===== src/puct_child_selector_assert.svh =====
// Assertion macros used by the selector's top-level RTL file.
`ifndef PUCT_CHILD_SELECTOR_ASSERT_SVH
`define PUCT_CHILD_SELECTOR_ASSERT_SVH

// Same-cycle implication, disabled during reset.
`define PCS_ASSERT_IMP(lbl, clk, rstn, ante, cons, msg) \
    lbl: assert property (@(posedge clk) disable iff (!rstn) (ante) |-> (cons)) \
        else $error(msg);

// Next-cycle implication, disabled during reset.
`define PCS_ASSERT_NXT(lbl, clk, rstn, ante, cons, msg) \
    lbl: assert property (@(posedge clk) disable iff (!rstn) (ante) |=> (cons)) \
        else $error(msg);

`endif


===== src/pcs_pkg.sv =====
// ----------------------------------------------------------------------------
// PUCT child selector package
// Field widths, register codes, constants and the types shared between the
// front end, the scoring back end and the top level.
// ----------------------------------------------------------------------------
package pcs_pkg;

    localparam int VisitW  = 20;
    localparam int ActW    = 16;
    localparam int TotalW  = 37;
    localparam int PriorW  = 17;
    localparam int ScoreW  = 32;
    localparam int BaseW   = 24;
    localparam int InitW   = 20;
    localparam int CfgIdxW = 8;
    localparam int CfgDatW = 24;
    localparam int FracW   = 16;

    // Register indices of the configuration port
    localparam logic [CfgIdxW-1:0] REG_C_BASE = 8'd0;
    localparam logic [CfgIdxW-1:0] REG_C_INIT = 8'd1;

    localparam logic [BaseW-1:0] C_BASE_RST = 24'd503091;
    localparam logic [InitW-1:0] C_INIT_RST = 20'd81920;

    // ln(2) in Q32
    localparam logic [31:0] LN2_Q32 = 32'd2977044472;

    // Item as held in the queue, already classified by the front end
    typedef struct packed {
        logic [VisitW-1:0] pv;       // parent visits, zero taken as one
        logic [ActW-1:0]   action;
        logic [VisitW-1:0] n;        // child visits
        logic              n_zero;
        logic              neg;      // total value is negative
        logic [TotalW-1:0] mag;      // magnitude of total value
        logic [PriorW-1:0] prior;
        logic              last;
    } t_item;

    typedef struct packed {
        logic empty;
        logic full;
    } t_q_stat;

    typedef struct packed {
        logic pop;   // back end takes the queue head
        logic done;  // result beat loaded into the output register
    } t_back_stat;

endpackage


===== src/pcs_if.sv =====
// ----------------------------------------------------------------------------
// PUCT child selector channels
// Valid/ready channels for child items, results and configuration writes.
// ----------------------------------------------------------------------------
interface pcs_in_if;
    import pcs_pkg::*;
    logic                valid;
    logic                ready;
    logic [VisitW-1:0]   node_visits;
    logic [ActW-1:0]     move_action;
    logic [VisitW-1:0]   child_visits;
    logic signed [TotalW-1:0] child_total_value;
    logic [PriorW-1:0]   prior_prob;
    logic                last_child;

    modport source (output valid, node_visits, move_action, child_visits,
                    child_total_value, prior_prob, last_child, input ready);
    modport sink   (input valid, node_visits, move_action, child_visits,
                    child_total_value, prior_prob, last_child, output ready);
endinterface



===== src/pcs_front.sv =====
// ----------------------------------------------------------------------------
// PUCT child selector front end
// Accepts child beats, classifies them and holds them in a two-entry queue.
// ----------------------------------------------------------------------------
module pcs_front (
    input  logic                i_clk,
    input  logic                i_rst_n,
    pcs_in_if.sink              i_in,
    input  pcs_pkg::t_back_stat i_bk,
    output pcs_pkg::t_item      o_head,
    output pcs_pkg::t_q_stat    o_stat
);
    import pcs_pkg::*;

    t_item      r_mem [2];
    logic [1:0] r_cnt, n_cnt;
    logic       r_wp, n_wp;
    logic       r_rp, n_rp;
    logic       push;
    logic       pop;
    t_item      cls;

    // Classify the incoming beat
    always_comb begin
        cls.pv     = (i_in.node_visits == '0) ? VisitW'(1) : i_in.node_visits;
        cls.action = i_in.move_action;
        cls.n      = i_in.child_visits;
        cls.n_zero = (i_in.child_visits == '0);
        cls.neg    = i_in.child_total_value[TotalW-1];
        cls.mag    = cls.neg ? (~i_in.child_total_value + TotalW'(1))
                             : i_in.child_total_value;
        cls.prior  = i_in.prior_prob;
        cls.last   = i_in.last_child;
    end

    assign i_in.ready   = (r_cnt != 2'd2);
    assign push         = i_in.valid && i_in.ready;
    assign pop          = i_bk.pop;
    assign o_head       = r_mem[r_rp];
    assign o_stat.empty = (r_cnt == 2'd0);
    assign o_stat.full  = (r_cnt == 2'd2);

    // Advance pointers and count
    always_comb begin
        n_wp  = push ? ~r_wp : r_wp;
        n_rp  = pop ? ~r_rp : r_rp;
        n_cnt = r_cnt + (push ? 2'd1 : 2'd0) - (pop ? 2'd1 : 2'd0);
    end

    always_ff @(posedge i_clk) begin
        if (!i_rst_n) begin
            r_cnt <= '0;
            r_wp  <= 1'b0;
            r_rp  <= 1'b0;
        end else begin
            r_cnt <= n_cnt;
            r_wp  <= n_wp;
            r_rp  <= n_rp;
        end
    end

    // Store the beat
    always_ff @(posedge i_clk) begin
        if (push) begin
            r_mem[r_wp] <= cls;
        end
    end

endmodule


===== src/flat_wrapper.sv =====
// flat-port wrapper written by rule: the top's interface ports become plain ports
module pcs_front_flat import pcs_pkg::*;
  (i_clk, i_rst_n, i_bk, o_head, o_stat, i_in_valid, i_in_node_visits, i_in_move_action, i_in_child_visits, i_in_child_total_value, i_in_prior_prob, i_in_last_child, i_in_ready);
  pcs_in_if i_in_i ();
  input  logic i_clk;
  input  logic i_rst_n;
  input  pcs_pkg::t_back_stat i_bk;
  output pcs_pkg::t_item o_head;
  output pcs_pkg::t_q_stat o_stat;
  input wire logic [$bits(i_in_i.valid)-1:0] i_in_valid;
  input wire logic [$bits(i_in_i.node_visits)-1:0] i_in_node_visits;
  input wire logic [$bits(i_in_i.move_action)-1:0] i_in_move_action;
  input wire logic [$bits(i_in_i.child_visits)-1:0] i_in_child_visits;
  input wire logic [$bits(i_in_i.child_total_value)-1:0] i_in_child_total_value;
  input wire logic [$bits(i_in_i.prior_prob)-1:0] i_in_prior_prob;
  input wire logic [$bits(i_in_i.last_child)-1:0] i_in_last_child;
  output wire logic [$bits(i_in_i.ready)-1:0] i_in_ready;
  assign i_in_i.valid = i_in_valid;
  assign i_in_i.node_visits = i_in_node_visits;
  assign i_in_i.move_action = i_in_move_action;
  assign i_in_i.child_visits = i_in_child_visits;
  assign i_in_i.child_total_value = i_in_child_total_value;
  assign i_in_i.prior_prob = i_in_prior_prob;
  assign i_in_i.last_child = i_in_last_child;
  assign i_in_ready = i_in_i.ready;
  pcs_front u_core (.i_clk(i_clk), .i_rst_n(i_rst_n), .i_in(i_in_i), .i_bk(i_bk), .o_head(o_head), .o_stat(o_stat));
endmodule

===== config.mk =====
export PLATFORM = sky130hd
export DESIGN_NAME = pcs_front_flat
export DESIGN_NICKNAME = d
export VERILOG_FILES = /design/src/puct_child_selector_assert.svh /design/src/pcs_pkg.sv /design/src/pcs_if.sv /design/src/pcs_front.sv /design/src/flat_wrapper.sv
export SDC_FILE = /design/constraint.sdc
export NUM_CORES = 1
export LEC_CHECK = 0
export BUFFER_PORTS_ARGS = -buffer_cell sky130_fd_sc_hd__buf_4
export CAP_MARGIN = 10
export CORE_ASPECT_RATIO = 0.5
export CORE_UTILIZATION = 57
export DETAILED_ROUTE_END_ITERATION = 16
export GPL_TIMING_DRIVEN = 0
export PLACE_DENSITY = 0.84
export SLEW_MARGIN = 20
export SYNTH_ARGS = -nofsm -noshare
export SYNTH_HDL_FRONTEND = slang
export SYNTH_SLANG_ARGS = --single-unit
export TNS_END_PERCENT = 10

===== constraint.sdc =====
create_clock -name i_clk -period 16.1 [get_ports i_clk]
set_clock_uncertainty 0.15 [all_clocks]
set_input_delay 2.415 -clock i_clk [delete_from_list [all_inputs] [get_ports i_clk]]
set_output_delay 2.415 -clock i_clk [all_outputs]
set_load 0.03 [all_outputs]

After elaboration in Yosys (flattened, before gate mapping)
Memory sizes are Yosys's and may differ from the RTL's. A register that Yosys moved wholly into a read port is not among the register bits. Cells that the tools add are included.

RAM bits: 226. Memories kept: 1. Register bits after elaboration: 4. Word-level logic and storage cells: 24. Input bits: 116. Output and inout bits: 116.

Memory list: u_core.r_mem (depth 2, width 113, rd ports 1, clocked after Yosys merged registers in 1, wr ports 1, line pcs_front.sv:15) `t_item r_mem [2];`.

Reduce and logical (&&, ||, !) cells: 4. $add $sub $neg: 3. Eq/ne operators: 2. Bitwise gates (word level): 3. Mux-type cells: 8.

Operators by type and width (number): $logic_not 20->1 (2); $add 37x2->37 const B (1); $mux 37 (1); $not 37->37 (1); $mux 20 (1); $mux 1 (6); $add 2x2->2 (1); $eq 2x2->1 const B (1); $logic_not 2->1 (1); $ne 2x2->1 const B (1); $not 1->1 (2); $sub 2x2->2 (1); $logic_and 1x1->1 (1).

Longest topological paths before layout
Gate-level depths: netlist of the first run.

Word-level depth: 5. Depth in mapped cells: 7. Depth with buffers taken out: 7.

Worst setup path after synthesis of the first run
Ideal clock, no wire load.

Path type: input-to-reg. Start: input port i_in_valid. End: memory u_core.r_mem[0][0] (netlist bit), enable pin. Setup time: 0.588 ns. Buffers on the path: 0. Setup slack: 8.140 ns. Required time: 15.362 ns. Arrival: 7.223 ns. Cell stages on the path: 2. Path through: nand2_1 > nor2_1.

Longest elaborated chain between the ends: 3.

Ends and longest elaborated chain: from (decl) (line flat_wrapper.sv:10) `input wire logic [$bits(i_in_i.valid)-1:0] i_in_valid;`; $logic_and 1x1->1 (line pcs_front.sv:37) `assign push = i_in.valid && i_in.ready;`; $mux 1 (line pcs_front.sv:64) `if (push) begin`; $mux 1 (not written as such) (line pcs_front.sv:65) `r_mem[r_wp] <= cls;`; to (decl) (line pcs_front.sv:15).

No other way between the ends.

==> results of run 1 <==
-- layout make-up --
cell class	instances	area, um2	area share [%]
Clock buffer	25	540.5	4.442
Inverter	8	30.03	0.2468
Buffer	36	135.1	1.111
Sequential cell	231	6887	56.60
Timing Repair Buffer	237	1904	15.65
Tap cell	221	276.5	2.272
Multi-Input combinational cell	241	2223	18.27
Clock inverter	13	171.4	1.409
-- path summary, 6_finish.rpt --
check / cells after the start / endpoint / slack [ps]
max: 5 / o_head[67] / 10760
min: 2 / flop / 470
max reg2reg: 6 / u_core.r_mem[0][89] / 14120
min reg2reg: 2 / flop / 470
-- cells in the mapped netlist (all sizes together) --
cell / n
xor2: 2
a21oi: 1
nand2: 10
buf: 4
nor3: 2
clkbuf: 32
xnor2: 35
nand4bb: 1
dfxtp: 5
nand2b: 2
nand3: 4
inv: 8
or4: 8
or4b: 1
and2: 5
or3: 1
nor4b: 1
o31ai: 9
edfxtp: 226
nor4: 13
ha: 3
nand4: 1
o41ai: 7
o21a: 1
mux2: 113
or2: 1
o21ai: 14
nor2: 5
and3: 1
-- cells in the final DEF (no fill, tap or decap), types with 5 or more instances in the layout --
master                      instances
sky130_fd_sc_hd__and2_1             5
sky130_fd_sc_hd__buf_16             5
sky130_fd_sc_hd__buf_4            230
sky130_fd_sc_hd__clkbuf_1          36
sky130_fd_sc_hd__clkbuf_16         21
sky130_fd_sc_hd__dfxtp_1            5
sky130_fd_sc_hd__edfxtp_1         226
sky130_fd_sc_hd__inv_1              8
sky130_fd_sc_hd__mux2_2           113
sky130_fd_sc_hd__nand2_1           10
sky130_fd_sc_hd__nor4_1            13
sky130_fd_sc_hd__o21ai_0           13
sky130_fd_sc_hd__o31ai_1            9
sky130_fd_sc_hd__o41ai_1            6
sky130_fd_sc_hd__or4_1              5
sky130_fd_sc_hd__xnor2_1           35
-- metrics by stage --
step / instances / total power, W / worst slack (ps) / cell area [um2]
6_report: 1012 / 0.001739 / 10760 / 12170
5_1_grt: 1012 / 0.001801 / 10560 / 12170
4_1_cts: 1012 / 0.001751 / 10710 / 12170
3_5_place_dp: 974 / 0.001237 / 11190 / 11460
3_3_place_gp: 967 / 0.001223 / 5460 / 11270
2_1_floorplan: 516 / 0.001062 / 8140 / 9263
-- worst reg2reg max path, cell delays in order, from the launching register on --
cell	delay, ps
sky130_fd_sc_hd__dfxtp_1	340
sky130_fd_sc_hd__inv_1	60
sky130_fd_sc_hd__nand2_1	130
sky130_fd_sc_hd__nand2_1	140
sky130_fd_sc_hd__nor2_4	390
sky130_fd_sc_hd__buf_16	240
sky130_fd_sc_hd__buf_12	210
-- flip-flops by register name, summed over array words and instances, names as in the netlist, named ones only --
name	flops
u_core.r_rp	1
u_core.r_wp	1
u_core.r_mem	226
u_core.r_cnt	2
-- layer usage --
layer  GRT usage, %  part of all wire [%]  up-vias
met4          4.972                   1.4        0
met3          4.448                   5.8       24
met2          40.61                    51      167
met5              0                     0        -
met1          29.30                    41     2639
li1               -                     -     2522
-- power groups by stage --
stage / registers [W] / logic, W / clock network, W
after floorplan: 0.000804 / 0.000258 / 0
after global placement: 0.000814 / 0.000409 / 0
after detailed placement: 0.000798 / 0.000439 / 0
after CTS: 0.000785 / 0.000441 / 0.000525
after global routing: 0.000791 / 0.000460 / 0.000550
final: 0.000785 / 0.000436 / 0.000518
-- cell families (layout without fill, tap and decap cells) --
group,count (synthesis),in the layout,share of synthesized area (%)
flops,231,231,74.35
compound gates,32,32,2.404
xor+xnor,37,37,3.499
fa+ha+maj,3,3,0.4053
simple gates,56,56,3.823
buf+inv,44,319,1.783
mux,113,113,13.74
==> implementation parameters, run 1 <==
Parameter                              Value

Outcome
  Status ... finished clean

STA
  Fmax ... 0.1871 GHz
  Minimum hold slack ... 469.6 ps
  Final count of hold timing violations ... 0
  Final clock period utilization by the worst path ... 33.20%
  Total Neg Setup Slack ... 0 ps
  RSZ-0062 raised after global routing ... no
  Setup Viol. Count Final ... 0
  Worst slew slack as a fraction of its limit ... 46.75%
  Count of final max-slew check failures ... 0
  Tmin final ... 5345 ps
  Slew at the pin closest to its max-slew limit ... 791.5 ps

Synth
  Yosys synthesis warning count ... 0
  Synthesized cell area ... 9263 um2
  Library cells used by synthesis ... 33
  Gate count of the mapped netlist ... 516
  Part of the Yosys area used for sequential elements ... between 70% and 80%
  Largest cells by area after synthesis ... sky130_fd_sc_hd__edfxtp_1, sky130_fd_sc_hd__mux2_2, sky130_fd_sc_hd__xnor2_1
  Synthesized area per cell ... about 18 um2
  #FFs+latches synth ... 231
  Post-Syn Nets ... 635
  Synth top area share ... 73.27%
  Dominant cell type by area after synthesis ... sky130_fd_sc_hd__edfxtp_1

Floorplan
  Die Span Y ... 92.14 um
  Horizontal die dimension ... between 150 and 200 um
  Initial cell density of the core ... between 50% and 60%
  I/O pin cnt ... 232
  Site Rows ... 32
  Area enclosed by the die boundary ... between 15000 and 20000 um2
  Total core area ... 15660 um2

Clocking
  Setup Buffers After CTS ... 0
  Skew-Pair Late Insertion Delay ... 490 ps
  Clock-pin slew on the worst setup and hold paths ... 70 ps
  CTS Buf Count ... 21
  CTS H-tree lvls ... 1
  Clk buf depth ... 3
  Hold Buf Count CTS ... 0
  Clock root cell ... sky130_fd_sc_hd__clkbuf_16
  TritonCTS clock tree ... done
  Number of sinks driven by the clock tree ... 231
  Number of cells upsized or downsized after cts ... 0

Placement
  Routability Congestion ... 0.7732
  Number of port buffers ... 230
  Post-DP HPWL ... ~13 mm

Worst setup path
  Slowest-stage cell, CP ... sky130_fd_sc_hd__clkbuf_1
  R2R Path Start ... u_core.r_cnt[0]
  Worst EP required ... 13540 ps
  Worst setup path class ... flop to output port
  CP Cell Sequence ... clkbuf_1, clkbuf_1, clkbuf_1, mux2_2, buf_4
  Worst Setup End Kind ... output port
  Element type at the critical path start ... flop
  Crit-path max FO ... 10
  Dominant cell type by count on the critical path ... sky130_fd_sc_hd__clkbuf_1
  CP delay by family, top ... buffers and inverters
  Arrival time at the worst endpoint ... 2780 ps
  Buffers & Inverters on Critical Path ... 4
  Slowest Stage Delay on Critical Path ... approximately 550 ps

Pwr
  Power density normalized to cell area ... approximately 140 nW/um2
  Fraction of power consumed by combinational cells ... between 20 and 30%
  Sw Ratio ... 28.26%
  Clock power frac ... 29.8%
  Psw ... about 0.00049 W
  Sequential cell fraction of total power ... 45.1%
  Internal power ... 0.001248 W
  Worst voltage drop across the vdd grid ... ~0.000082 V
  Static leakage ... ~4.4 nW

Global route
  Antenna violations before repair ... 0
  Total global-route track usage ... 22.83%
  Number of global-route vias before repair ... 5495
  Wire length of the first global-routing pass ... 29.33 mm
  GRT overflow ... 0
  Pin count of the biggest net entering global routing ... 54

Final layout
  Number of fillers in the final layout ... 891
  Growth of design area from synthesis to finish ... 31.37%
  ANT cells ... 0
  Layout cells sized above 1 ... 49.56%
  Layout Nets ... 895
  Final standard cell utilization of the core ... 77.73%

Routing
  Violation count after the first detailed-route iteration ... 243
  Detailed-route vias per instance ... 5.289
  Routed wirelength normalized by instance count ... between 15 and 20 um
  Routed via count ... approximately 5400
  Total wire length after detailed routing ... approximately 19 mm
  Post-route ant nets ... 0
  First-pass iteration count of the detailed router ... 4
  # DRC ... 0

Min path
  Worst min path class ... flop to flop
  Worst Min Path Start ... u_core.r_rp

Run
  Max cap viols ... 0
(Power assumes the default switching activity.)
==> inputs of run 2 (changes only) <==
--- a/config.mk
+++ b/config.mk
@@ -5,13 +5,14 @@
 export SDC_FILE = /design/constraint.sdc
 export NUM_CORES = 1
 export LEC_CHECK = 0
+export ABC_AREA = 1
 export BUFFER_PORTS_ARGS = -buffer_cell sky130_fd_sc_hd__buf_4
 export CAP_MARGIN = 10
 export CORE_ASPECT_RATIO = 0.5
-export CORE_UTILIZATION = 57
+export CORE_UTILIZATION = 54
 export DETAILED_ROUTE_END_ITERATION = 16
 export GPL_TIMING_DRIVEN = 0
-export PLACE_DENSITY = 0.84
+export PLACE_DENSITY = 0.79
 export SLEW_MARGIN = 20
 export SYNTH_ARGS = -nofsm -noshare
 export SYNTH_HDL_FRONTEND = slang
==> constraint.sdc (replaced) <==
create_clock -name i_clk -period 5.6 [get_ports i_clk]
set_clock_uncertainty 0.15 [all_clocks]
set_input_delay 0.84 -clock i_clk [delete_from_list [all_inputs] [get_ports i_clk]]
set_output_delay 0.84 -clock i_clk [all_outputs]
set_load 0.03 [all_outputs]
==> run 2 against run 1 <==
  * First-iteration DRC count increased by 7.4%
  * Sequential cell count unchanged
  * Final cell count increased by 15%
  * Routed wire length increased by 5.3%
  * Sequential share of layout area decreased by 1.5 points
  * Design area increased by 2.7%
  * Synthesized cell count increased by 27%
  * Non-clock buffer count increased by 1
  * Combinational power increased by 140%
  * Hold slack got worse by 99 ps
  * Sequential power increased to 2.8 times the previous value
  * Critical endpoint is now o_head[103]
==> implementation parameters, run 2 <==
Parameter                              Value

Routing
  Detailed-route vias per instance ... 5.086
  Routed via count ... 5920
  # DRC ... 0
  Total wire length after detailed routing ... between 15 and 20 mm
  Violation count after the first detailed-route iteration ... 261
  Routed wirelength normalized by instance count ... 17.18 um
  Post-route ant nets ... 0
  First-pass iteration count of the detailed router ... 5

Worst setup path
  Crit-path max FO ... 10
  Slowest-stage cell, CP ... sky130_fd_sc_hd__mux2_2
  Dominant cell type by count on the critical path ... sky130_fd_sc_hd__buf_4
  Buffers & Inverters on Critical Path ... 4
  CP delay by family, top ... buffers and inverters
  Worst setup path class ... flop to output port
  Element type at the critical path start ... flop
  Worst Setup End Kind ... output port
  CP Cell Sequence ... clkbuf_1, buf_4, buf_4, mux2_2, buf_4
  Worst EP required ... 4610 ps
  Arrival time at the worst endpoint ... 1980 ps
  Slowest Stage Delay on Critical Path ... roughly 360 ps

Final layout
  Number of fillers in the final layout ... 1190
  Most common library cell in the layout ignoring fill and taps ... sky130_fd_sc_hd__buf_4
  Growth of design area from synthesis to finish ... 28.80%
  Registers with the most flip-flops ... u_core.r_mem: 226 flops, u_core.r_cnt: 2 flops
  Sequential Area ... 6887 um2
  Layout Nets ... 1035
  Post-route cell area ... 12490 um2
  Post-layout instance count excluding filler cells ... 1164
  Flip-flop count of the largest register, all copies and words added ... 226
  ANT cells ... 0
  Final standard cell utilization of the core ... 71.44%
  Layout cells sized above 1 ... between 40% and 50%
  Area of the multi-input gates ... roughly 2500 um2
  Commonest cells after routing, fill and taps aside ... sky130_fd_sc_hd__buf_4, sky130_fd_sc_hd__edfxtp_1, sky130_fd_sc_hd__mux2_2
  Largest Register ... u_core.r_mem

Outcome
  Status ... finished clean

Synth
  Dominant cell type by area after synthesis ... sky130_fd_sc_hd__edfxtp_1
  Most frequently used flop master after synthesis ... sky130_fd_sc_hd__edfxtp_1
  Post-synth top cells ... sky130_fd_sc_hd__edfxtp_1, sky130_fd_sc_hd__mux2_2, sky130_fd_sc_hd__nand2_1, sky130_fd_sc_hd__nor2_1, sky130_fd_sc_hd__inv_1
  EDFF count, synth ... 226
  Library cells used by synthesis ... 30
  Gate count of the mapped netlist ... 655
  Leading cell type by number of instances after synthesis ... sky130_fd_sc_hd__edfxtp_1
  Part of the Yosys area used for sequential elements ... between 70 and 80%
  Largest cells by area after synthesis ... sky130_fd_sc_hd__edfxtp_1, sky130_fd_sc_hd__mux2_2, sky130_fd_sc_hd__nand2_1
  #FFs+latches synth ... 231
  Synthesized cell area ... 9698 um2
  Yosys synthesis warning count ... 0
  Post-Syn Nets ... 774
  Asr flop ratio synth ... 0%
  Synth top area share ... between 60 and 70%
  Synthesized area per cell ... 14.81 um2

STA
  Count of final max-slew check failures ... 0
  Setup Viol. Count Final ... 0
  Final clock period utilization by the worst path ... 53.07%
  Slew at the pin closest to its max-slew limit ... between 700 and 800 ps
  Tmin final ... 2972 ps
  Worst slew slack as a fraction of its limit ... approximately 48%
  Fmax ... 0.3365 GHz
  Minimum hold slack ... between 300 and 400 ps
  RSZ-0062 raised after global routing ... no
  Final count of hold timing violations ... 0

Placement
  Total instance count after detailed placement ... 1127
  Number of port buffers ... 230
  Routability Congestion ... 0.9053
  Placement-stage cell area ... 11900 um2
  Post-DP HPWL ... 14.62 mm

Pwr
  Power density normalized to cell area ... between 300 and 400 nW/um2
  Final Total Pwr ... ~0.0045 W
  Static leakage ... 4.783 nW
  Worst voltage drop across the vdd grid ... 0.0002414 V

Floorplan
  Site Rows ... 34
  I/O pin cnt ... 232
  Total core area ... 17480 um2
  Die Span Y ... 96.76 um
  Area enclosed by the die boundary ... around 19000 um2
  Initial cell density of the core ... a little under three fifths
  Horizontal die dimension ... about 190 um

Clocking
  CTS H-tree lvls ... 1
  Hold Buf Count CTS ... 0
  CTS Buf Count ... 21
  Skew-Pair Late Insertion Delay ... roughly 480 ps
  Clock root cell ... sky130_fd_sc_hd__clkbuf_16
  Number of sinks driven by the clock tree ... 231
  Number of cells upsized or downsized after cts ... 0
  TritonCTS clock tree ... done
  Setup Buffers After CTS ... 0
  Clock-pin slew on the worst setup and hold paths ... roughly 60 ps
  Clk buf depth ... 3

Global route
  GRT overflow ... 0
  Antenna violations before repair ... 0
  Total global-route track usage ... 21.69%
  Pin count of the biggest net entering global routing ... 27
  Number of global-route vias before repair ... 6100
  Wire length of the first global-routing pass ... between 30 and 40 mm

Min path
  Worst min path class ... flop to flop

Run
  Max cap viols ... 0
==> run 2: final timing paths <==
| kind | from | endpoint | slack [ps] | depth (start not counted) |
|---|---|---|---|---|
| worst min-delay path | u_core.r_rp | u_core.r_rp | 370 | 2 |
| worst min register to register | u_core.r_rp | u_core.r_rp | 370 | 2 |
| worst max-delay path | flop | o_head[103] | 2630 | 5 |
| worst max register to register | u_core.r_cnt[0] | u_core.r_mem[0][79] | 3370 | 6 |
==> run 2: where the power goes <==
group | switching (W) | internal, W
Clock | 0.000574 | 0.000691
Combinational | 0.000626 | 0.000409
Sequential | 0.0000449 | 0.00215
==> run 2: layout make-up <==
type	instances	area share (%)
buffer	36	1.473
tap	234	2.344
sequential	231	55.13
timing repair buffer	238	15.17
inverter	31	0.9316
clock inverter	9	0.3105
multi-input combinational	357	20.22
clock buffer	28	4.418
==> run 2: kinds of logic after synthesis <==
kind of cell | count (synthesis) | synth area share, %
adders and majority gates | 3 | 0.3871
and+or+nand+nor | 203 | 9.521
AOI/OAI and AO/OA | 19 | 1.148
DFF | 231 | 71.01
muxes | 113 | 13.12
buffers and inverters | 67 | 3.096
xor gates and xnor gates | 19 | 1.716
==> run 2: layer usage <==
metal  GRT usage [%]  wire length, um  up-vias
met5               0                0        -
met4           4.151              293        0
met3           3.846             1022       24
met2           38.21            10010      164
met1           28.35             8667     2843
li1                -                -     2889
==> run 2: worst reg2reg max path: cells and delay by family (launching register included) <==
family | cells | cell delay [ps]
and+or+nand+nor | 3 | 870
DFF | 1 | 360
buffers and inverters | 3 | 540
==> run 2: through the flow <==
stage               TNS, ps  worst slack, ps
floorplan            -88180           -780.3
global placement    -456180            -3499
detailed placement        0             2921
CTS                       0             2582
global route              0             2499
finish                    0             2628
